$ cat src/hdl/corq_pkg.sv
// Shared types and constants for the credit-ordered ready queue.
package corq_pkg;

  localparam int QueueEntries = 32;

  typedef enum logic [1:0] {
    ACT_INSERT = 2'd0,
    ACT_REMOVE = 2'd1,
    ACT_CHANGE = 2'd2,
    ACT_FIND   = 2'd3
  } action_t;

  typedef enum logic [1:0] {
    ST_DONE      = 2'd0,
    ST_FULL      = 2'd1,
    ST_NOT_FOUND = 2'd2
  } status_t;

  typedef struct packed {
    logic [1:0] action;
    logic [7:0] thread_id;
    logic [7:0] credit;
  } request_t;

  typedef struct packed {
    logic [1:0] status;
    logic [7:0] thread_credit;
    logic       head_valid;
    logic [7:0] head_thread;
    logic [7:0] head_credit;
    logic [5:0] entry_count;
  } result_t;

  typedef enum logic [2:0] {
    S_IDLE,
    S_SCAN,
    S_SHIFT,
    S_REPORT,
    S_OUT
  } ctl_state_t;

  // Controller to datapath.
  typedef struct packed {
    logic load;
    logic scan_start;
    logic scan_step;
    logic shift_step;
    logic report_start;
    logic report_step;
    logic finish;
  } dp_cmd_t;

  // Datapath to controller.
  typedef struct packed {
    logic scan_done;
    logic shift_done;
    logic report_done;
  } dp_status_t;

endpackage

$ cat src/hdl/corq_ctrl.sv
// Controller state machine sequencing scan, shift and report phases.
module corq_ctrl (
  input  logic                  clk,
  input  logic                  rst,
  input  logic                  req_valid,
  output logic                  req_ready,
  output logic                  res_valid,
  input  logic                  res_ready,
  input  corq_pkg::dp_status_t  stat,
  output corq_pkg::dp_cmd_t     cmd
);

  corq_pkg::ctl_state_t state, state_next;

  always_ff @(posedge clk) begin
    if (rst) begin
      state <= corq_pkg::S_IDLE;
    end else begin
      state <= state_next;
    end
  end

  always_comb begin
    state_next = state;
    cmd = '0;
    req_ready = 1'b0;
    res_valid = 1'b0;
    case (state)
      corq_pkg::S_IDLE: begin
        req_ready = 1'b1;
        if (req_valid) begin
          cmd.load = 1'b1;
          cmd.scan_start = 1'b1;
          state_next = corq_pkg::S_SCAN;
        end
      end
      corq_pkg::S_SCAN: begin
        cmd.scan_step = 1'b1;
        if (stat.scan_done) begin
          state_next = corq_pkg::S_SHIFT;
        end
      end
      corq_pkg::S_SHIFT: begin
        cmd.shift_step = 1'b1;
        if (stat.shift_done) begin
          cmd.report_start = 1'b1;
          state_next = corq_pkg::S_REPORT;
        end
      end
      corq_pkg::S_REPORT: begin
        cmd.report_step = 1'b1;
        if (stat.report_done) begin
          cmd.finish = 1'b1;
          state_next = corq_pkg::S_OUT;
        end
      end
      corq_pkg::S_OUT: begin
        res_valid = 1'b1;
        if (res_ready) begin
          state_next = corq_pkg::S_IDLE;
        end
      end
      default: state_next = corq_pkg::S_IDLE;
    endcase
  end

endmodule

$ cat src/hdl/corq_datapath.sv
// Datapath holding the sorted entry registers, scan index and result register.
module corq_datapath #(
  parameter int QUEUE_ENTRIES = corq_pkg::QueueEntries
) (
  input  logic                  clk,
  input  logic                  rst,
  input  corq_pkg::request_t    req,
  input  corq_pkg::dp_cmd_t     cmd,
  output corq_pkg::dp_status_t  stat,
  output corq_pkg::result_t     res
);

  localparam int IW = (QUEUE_ENTRIES > 1) ? $clog2(QUEUE_ENTRIES) : 1;
  localparam int CW = $clog2(QUEUE_ENTRIES + 1);

  // Entries are held in registers; in the shift step each slot keeps its value,
  // takes the new entry, or copies a fixed neighbor above or below.
  logic [7:0] slot_thread         [QUEUE_ENTRIES];
  logic [7:0] slot_create_credit  [QUEUE_ENTRIES];
  logic [7:0] slot_current_credit [QUEUE_ENTRIES];
  logic [CW-1:0] held_count;

  corq_pkg::request_t r;
  logic [CW-1:0] idx;
  logic [CW-1:0] found_idx;
  logic          found;
  logic [CW-1:0] pos;
  logic          pos_set;
  logic [7:0]    found_create;
  logic [1:0]    status;
  logic [7:0]    tcredit;
  logic          tfound;

  logic          in_range;
  logic [IW-1:0] idx_a;
  logic          full;

  assign in_range = idx < held_count;
  assign idx_a = idx[IW-1:0];
  assign full = held_count == CW'(QUEUE_ENTRIES);
  assign stat.scan_done = !in_range;
  assign stat.shift_done = 1'b1;
  assign stat.report_done = !in_range || tfound;

  // Position for placing: after the removed entry closes, slots above it
  // move down one; the placement index is counted on the pre-removal array.
  logic [7:0] place_credit;
  assign place_credit = r.credit;

  logic [CW-1:0] held_count_next;
  logic do_drop, do_place;
  logic [CW-1:0] ins_pos;
  logic [7:0]    ins_create;

  always_ff @(posedge clk) begin
    if (rst) begin
      held_count <= '0;
    end else if (cmd.shift_step) begin
      held_count <= held_count_next;
    end
  end

  always_comb begin
    do_drop = 1'b0;
    do_place = 1'b0;
    status = corq_pkg::ST_DONE;
    ins_pos = pos;
    ins_create = r.credit;
    case (r.action)
      corq_pkg::ACT_INSERT: begin
        if (full) status = corq_pkg::ST_FULL;
        else do_place = 1'b1;
      end
      corq_pkg::ACT_REMOVE: begin
        if (!found) status = corq_pkg::ST_NOT_FOUND;
        else do_drop = 1'b1;
      end
      corq_pkg::ACT_CHANGE: begin
        if (!found) status = corq_pkg::ST_NOT_FOUND;
        else begin
          do_drop = 1'b1;
          do_place = 1'b1;
          ins_create = found_create;
          if (pos > found_idx) ins_pos = pos - CW'(1);
        end
      end
      default: begin
        if (!found) status = corq_pkg::ST_NOT_FOUND;
      end
    endcase
    held_count_next = held_count - CW'(do_drop) + CW'(do_place);
  end

  // Shift: each slot takes the value of itself, a neighbor or the new entry.
  // Status above refers to pre-shift state, so it is latched at shift time.
  logic [1:0] status_q;
  always_ff @(posedge clk) begin
    if (cmd.shift_step) status_q <= status;
  end

  // Scan: find the first matching id and the placement index in one pass.
  // Placement index counts entries other than the dropped one whose credit
  // is at least the new credit, since the list stays sorted.
  always_ff @(posedge clk) begin
    if (cmd.load) begin
      r <= req;
    end
    if (cmd.scan_start) begin
      idx <= '0;
      found <= 1'b0;
      pos_set <= 1'b0;
      pos <= '0;
      found_idx <= '0;
      found_create <= '0;
    end else if (cmd.scan_step && in_range) begin
      idx <= idx + CW'(1);
      if (!found && slot_thread[idx_a] == r.thread_id && r.action != corq_pkg::ACT_INSERT)
      begin
        found <= 1'b1;
        found_idx <= idx;
        found_create <= slot_create_credit[idx_a];
        if (!pos_set) pos <= idx + CW'(1);
      end else if (!pos_set) begin
        if (slot_current_credit[idx_a] >= place_credit) pos <= idx + CW'(1);
        else pos_set <= 1'b1;
      end
    end
    if (cmd.report_start) begin
      idx <= '0;
      tfound <= 1'b0;
      tcredit <= '0;
    end else if (cmd.report_step && in_range && !tfound) begin
      idx <= idx + CW'(1);
      if (slot_thread[idx_a] == r.thread_id) begin
        tfound <= 1'b1;
        tcredit <= slot_current_credit[idx_a];
      end
    end
    if (cmd.finish) begin
      res.status <= status_q;
      res.thread_credit <= tcredit;
      res.head_valid <= held_count != '0;
      res.head_thread <= (held_count != '0) ? slot_thread[0] : 8'd0;
      res.head_credit <= (held_count != '0) ? slot_current_credit[0] : 8'd0;
      res.entry_count <= 6'(held_count);
    end
  end

  for (genvar k = 0; k < QUEUE_ENTRIES; k++) begin : g_slot
    localparam int KN = (k + 1 < QUEUE_ENTRIES) ? k + 1 : k;
    localparam int KP = (k > 0) ? k - 1 : 0;
    logic [CW-1:0] kk;
    logic [CW-1:0] src;
    logic          src_new;
    assign kk = CW'(k);
    always_comb begin
      // Source index in the pre-shift array; ins_pos counts after the drop, before the place.
      src_new = 1'b0;
      src = kk;
      if (do_place && kk == ins_pos) begin
        src_new = 1'b1;
      end else begin
        if (do_place && kk > ins_pos) src = kk - CW'(1);
        if (do_drop && src >= found_idx) src = src + CW'(1);
      end
    end
    always_ff @(posedge clk) begin
      if (cmd.shift_step) begin
        if (src_new) begin
          slot_thread[k] <= r.thread_id;
          slot_create_credit[k] <= ins_create;
          slot_current_credit[k] <= r.credit;
        end else if (src == kk + CW'(1)) begin
          slot_thread[k] <= slot_thread[KN];
          slot_create_credit[k] <= slot_create_credit[KN];
          slot_current_credit[k] <= slot_current_credit[KN];
        end else if (src != kk) begin
          slot_thread[k] <= slot_thread[KP];
          slot_create_credit[k] <= slot_create_credit[KP];
          slot_current_credit[k] <= slot_current_credit[KP];
        end
      end
    end
  end

endmodule

$ cat src/hdl/credit_ordered_ready_queue.sv
// Top level of the credit-ordered ready queue.
// Takes one request at a time: a new request is accepted only after the result is taken.
// Each request runs a linear scan over the held entries, a shift, and a report walk
// over the entries that stops at the matching thread.
// Reset clears the controller and the count; entry contents need no reset.
module credit_ordered_ready_queue #(
  parameter int QUEUE_ENTRIES = corq_pkg::QueueEntries
) (
  input  logic               clk,
  input  logic               rst,
  input  logic               in_valid,
  output logic               in_ready,
  input  corq_pkg::request_t in_data,
  output logic               out_valid,
  input  logic               out_ready,
  output corq_pkg::result_t  out_data
);

  corq_pkg::dp_cmd_t    cmd;
  corq_pkg::dp_status_t stat;

  corq_ctrl u_ctrl (
    .clk       (clk),
    .rst       (rst),
    .req_valid (in_valid),
    .req_ready (in_ready),
    .res_valid (out_valid),
    .res_ready (out_ready),
    .stat      (stat),
    .cmd       (cmd)
  );

  corq_datapath #(
    .QUEUE_ENTRIES (QUEUE_ENTRIES)
  ) u_dp (
    .clk  (clk),
    .rst  (rst),
    .req  (in_data),
    .cmd  (cmd),
    .stat (stat),
    .res  (out_data)
  );

  a_no_overlap: assert property (@(posedge clk) disable iff (rst)
    !(in_ready && out_valid)) else $error("request taken while result pending");

  a_count_range: assert property (@(posedge clk) disable iff (rst)
    out_valid |-> out_data.entry_count <= 6'(QUEUE_ENTRIES))
    else $error("count exceeds depth");

  a_head_empty: assert property (@(posedge clk) disable iff (rst)
    (out_valid && !out_data.head_valid) |-> out_data.entry_count == 6'd0)
    else $error("head flag disagrees with count");

endmodule
$ cat config.mk
export PLATFORM = sky130hd
export DESIGN_NAME = credit_ordered_ready_queue
export DESIGN_NICKNAME = d
export VERILOG_FILES = /design/src/hdl/corq_pkg.sv /design/src/hdl/corq_ctrl.sv /design/src/hdl/corq_datapath.sv /design/src/hdl/credit_ordered_ready_queue.sv
export SDC_FILE = /design/constraint.sdc
export NUM_CORES = 1
export LEC_CHECK = 0
export BUFFER_PORTS_ARGS = -buffer_cell sky130_fd_sc_hd__clkbuf_2
export CORE_MARGIN = 2
export CORE_UTILIZATION = 35
export CTS_CLUSTER_DIAMETER = 150
export DETAILED_ROUTE_END_ITERATION = 6
export GPL_TIMING_DRIVEN = 0
export PLACE_DENSITY_LB_ADDON = 0.1
export SLEW_MARGIN = 20
export SYNTH_ARGS = -nofsm -noshare
export SYNTH_HDL_FRONTEND = slang
export SYNTH_SLANG_ARGS = --single-unit
$ cat constraint.sdc
create_clock -name clk -period 6.8 [get_ports clk]
set_input_delay 0.34 -clock clk [delete_from_list [all_inputs] [get_ports clk]]
set_output_delay 0.34 -clock clk [all_outputs]
set_load 0.1 [all_outputs]
==> impl_summary.txt <==
----------------------------------------------------
[Run status]
  Status ... complete, no violations

[Setup path]
  Crit path DAT ... just over 7000 ps
  Type of the worst setup path ... reg2reg
  Cell type group with the largest total delay on the critical path ... buffers and inverters
  Top cell by count, worst path ... sky130_fd_sc_hd__a21o_1
  R2R setup slack ... around 150 ps
  Critical Path Max Stage Delay ... 930 ps
  Data required, critical path ... 7350 ps
  Slowest cell on the critical path ... sky130_fd_sc_hd__buf_1
  Maximum fanout count along the critical path ... 10
  Buffering stage count on the worst path with inverters included ... 4
  Nature of the critical path startpoint ... register
  Crit-path cells ... buf_1, clkbuf_1, clkbuf_1, mux4_2, mux2i_1, ha_1, nand2b_1, a21o_1, a21o_1, a21o_1, a21o_1, a21oi_1, o21ai_0, o21ai_2, buf_4, mux2_2
  Endpoint class of the critical path ... register

[Synthesis]
  Post-synth ARST share ... 0%
  Syn Area/Cell ... approximately 11 µm²
  Count of flip-flops with a built-in enable after synthesis ... ~570
  Post-synth design cell area ... roughly 38000 µm²
  Post-synthesis register bit count ... a little over 600
  Sequential element share of the synthesized area ... a little under half
  Leading post-synthesis cells by cell area ... sky130_fd_sc_hd__edfxtp_1 (45%), sky130_fd_sc_hd__mux4_2 (7.9%), sky130_fd_sc_hd__a22oi_1 (5.6%), sky130_fd_sc_hd__ha_1 (4.7%), sky130_fd_sc_hd__o21ai_0 (3.8%)
  Library cells used by synthesis ... 99
  Yosys warning count ... 0
  Number of instances in the synthesized netlist ... roughly 3400
  Most used DFF post-synth ... sky130_fd_sc_hd__edfxtp_1
  Most area-hungry cell type in the Yosys netlist ... sky130_fd_sc_hd__edfxtp_1
  Top-area cell type share of the netlist area ... between 40% and 50%

[Floorplan]
  Floorplan core area ... roughly 110000 µm²
  Row cnt ... 120
  Die Area ... about 110000 µm²
  Die width ... 334 µm
  Die Ht ... about 330 µm
  Num ports ... 57
  Starting density of the core ... 35.4%

[Cells and area]
  Highest-count cells in the layout ignoring fill and taps ... sky130_fd_sc_hd__edfxtp_1 (565), sky130_fd_sc_hd__nand2_1 (378), sky130_fd_sc_hd__a22oi_1 (283)
  Fraction of layout instances using a drive strength above 1 ... approximately 16%
  Layout Area Growth over Synthesis ... 14.2%
  Filler Cell Count ... between 10000 and 15000
  # nets final ... 3804
  Leading cell type in the layout, fill and taps excluded ... sky130_fd_sc_hd__edfxtp_1
  Final std cells w/o fill ... between 5000 and 6000

[Power]
  Maximum vdd drop ... 0.216 mV
  Power density over the cells ... roughly 390 nW/µm²
  Standby leakage power ... between 10 and 15 nW
  PnR Total Power ... 17.1 mW

[Place]
  Total half-perimeter wirelength after legalization and detailed placement ... between 100000 and 150000 µm
  Minimum setup slack after placement ... -1780 ps
  Final estimated routing congestion in global placement ... just under 1
  Placed Cells incl. Taps ... around 5000
  Port buffer count ... 55

[Drt]
  Vias ... 32400
  Ratio of routed vias to standard cells ... roughly 6.4
  Average detailed-routed wire length per instance ... 31.9 µm
  Pre-antenna DRT Iters ... 6
  Initial DRC count ... approximately 4100
  DRC viols ... 0
  Final wirelength ... roughly 160000 µm
  Antenna-violating nets left ... 0

[Timing]
  Final hold slack ... approximately 110 ps
  Worst-Margin Slew ... 1300 ps
  Pins over their slew limit ... 0
  Tcrit/Tclk final ... ~100%
  Worst Setup Slack, final ... 151 ps
  Final Critical Period ... about 6600 ps
  Maximum clock frequency ... between 150 and 200 MHz
  Total count of hold-check failures in the final report ... 0
  Worst rel slew slack ... a little over an eighth
  Setup repair after global routing missed its margin ... false
  Setup violators final ... 0
  Worst setup skew after layout ... approximately 22 ps

[Global routing]
  Pin count of the biggest net entering global routing ... 29
  Vias in the first global route ... around 31000
  First-pass GRT wire length ... ~230000 µm
  Antenna violations before repair ... 3
  Total routing resource utilization after global routing ... ~29%
  GRT overflow ... 0

[Clock tree]
  Clock latency of the later-clocked register in the worst-skew pair ... approximately 660 ps
  Clock transition at the registers of the reported paths ... 70 ps
  TritonCTS clock tree ... built
  Number of CTS-inserted buffers ... 75
  Number of levels the H-tree was split into ... 3
  CTS Root Cell ... sky130_fd_sc_hd__clkbuf_16
  Number of buffers between clock root and the deepest sink ... 3
  Sinks on Clock Net ... 608

[Worst hold path]
  Min-Delay Path Class ... in2reg

[Run]
  Max-capacitance violation count ... 0

----------------------------------------------------
==> stage by stage <==
stage          util, %  TNS, ps  instance area [µm²]
6_report          40.4        0                43400
5_1_grt           40.4        0                43400
4_1_cts           40.3        0                43200
3_5_place_dp      37.8  -463040                40600
3_3_place_gp      37.3  -823820                40100
2_1_floorplan        -        0                38000
==> layer usage <==
metal | routed length (µm) | part of all wire, % | vias up | track usage, %
li1 | - | - | 14000 | -
met1 | 68700 | 42 | 16500 | 40.0
met2 | 74700 | 46 | 1681 | 46.0
met3 | 15500 | 9.5 | 185 | 5.15
met4 | 3790 | 2.3 | 0 | 6.48
met5 | 0 | 0 | - | 0
==> final cells by class <==
class,instances,area [µm²],share of cell area (%)
multi-input combinational,2431,18800,43.4
sequential,608,17800,41.1
clock buffer,100,2030,4.69
tap,1403,1760,4.04
buffer,300,1310,3.02
timing repair buffer,118,925,2.13
inverter,103,415,0.957
clock inverter,34,293,0.674
timing repair inverter,1,5.00,0.0115
antenna,2,5.00,0.0115
==> Yosys cell counts (27+ instances only) <==
cell type,instances
sky130_fd_sc_hd__a21oi_1,126
sky130_fd_sc_hd__a22o_1,63
sky130_fd_sc_hd__a22oi_1,283
sky130_fd_sc_hd__a31oi_1,27
sky130_fd_sc_hd__a32o_1,72
sky130_fd_sc_hd__a32oi_1,36
sky130_fd_sc_hd__buf_2,33
sky130_fd_sc_hd__clkbuf_1,242
sky130_fd_sc_hd__dfxtp_1,43
sky130_fd_sc_hd__edfxtp_1,565
sky130_fd_sc_hd__ha_1,143
sky130_fd_sc_hd__inv_1,96
sky130_fd_sc_hd__mux2_2,39
sky130_fd_sc_hd__mux2i_1,75
sky130_fd_sc_hd__mux4_2,134
sky130_fd_sc_hd__nand2_1,380
sky130_fd_sc_hd__nand2b_1,29
sky130_fd_sc_hd__nand3_1,60
sky130_fd_sc_hd__nor2_1,139
sky130_fd_sc_hd__nor2b_1,58
sky130_fd_sc_hd__nor3_1,28
sky130_fd_sc_hd__o21ai_0,285
sky130_fd_sc_hd__o22ai_1,87
sky130_fd_sc_hd__o2bb2ai_1,60
sky130_fd_sc_hd__o31ai_1,28
==> state kept, by name, indices dropped and copies added (netlist names), named ones only <==
| name | flops |
|---|---|
| u_dp.r | 10 |
| u_dp.slot_current_credit | 256 |
| u_dp.pos_set | 1 |
| u_dp.found_idx | 6 |
| u_dp.pos | 6 |
| u_ctrl.state | 3 |
| u_dp.found | 1 |
| u_dp.tfound | 1 |
| u_dp.status_q | 2 |
| u_dp.tcredit | 8 |
| u_dp.res | 33 |
| u_dp.idx | 6 |
| u_dp.slot_thread | 256 |
| u_dp.place_credit | 8 |
| u_dp.held_count | 6 |
==> final timing paths <==
check	endpoint	depth (start not counted)	start
setup / recovery	u_dp.pos[1]$_SDFFE_PP0P_	16	register
hold / removal	u_ctrl.state[2]$_SDFFE_PP0P_	2	rst
setup reg to reg	u_dp.pos[1]$_SDFFE_PP0P_	16	register
hold reg to reg	u_dp.res[28]$_DFFE_PP_	0	u_dp.tcredit[5]$_SDFFE_PP0P_
==> kinds of logic after synthesis <==
kind of cell    synth area share (%)
compound gates                  22.5
simple gates                    9.49
flops                           46.9
buf+inv                         4.44
mux                             11.5
fa+ha+maj                       4.76
xor+xnor                       0.438
other cells                   0.0198
==> power by group <==
| part | switching (mW) | internal [mW] |
|---|---|---|
| clock | 1.75 | 2.26 |
| sequential | 0.454 | 5.05 |
| combinational | 5.12 | 2.46 |
==> timing repair <==
item | in CTS | in global routing
hold buffers | 19 | 0
pin swaps | 1 | 1
hold endpoints to repair | 19 | 0
resized for setup | 46 | 53
gates cloned | 1 | 0
buffers inserted | 7 | 4
endpoints found under the setup margin | 754 | 311
Note: power is estimated with default switching activity, not from simulation.
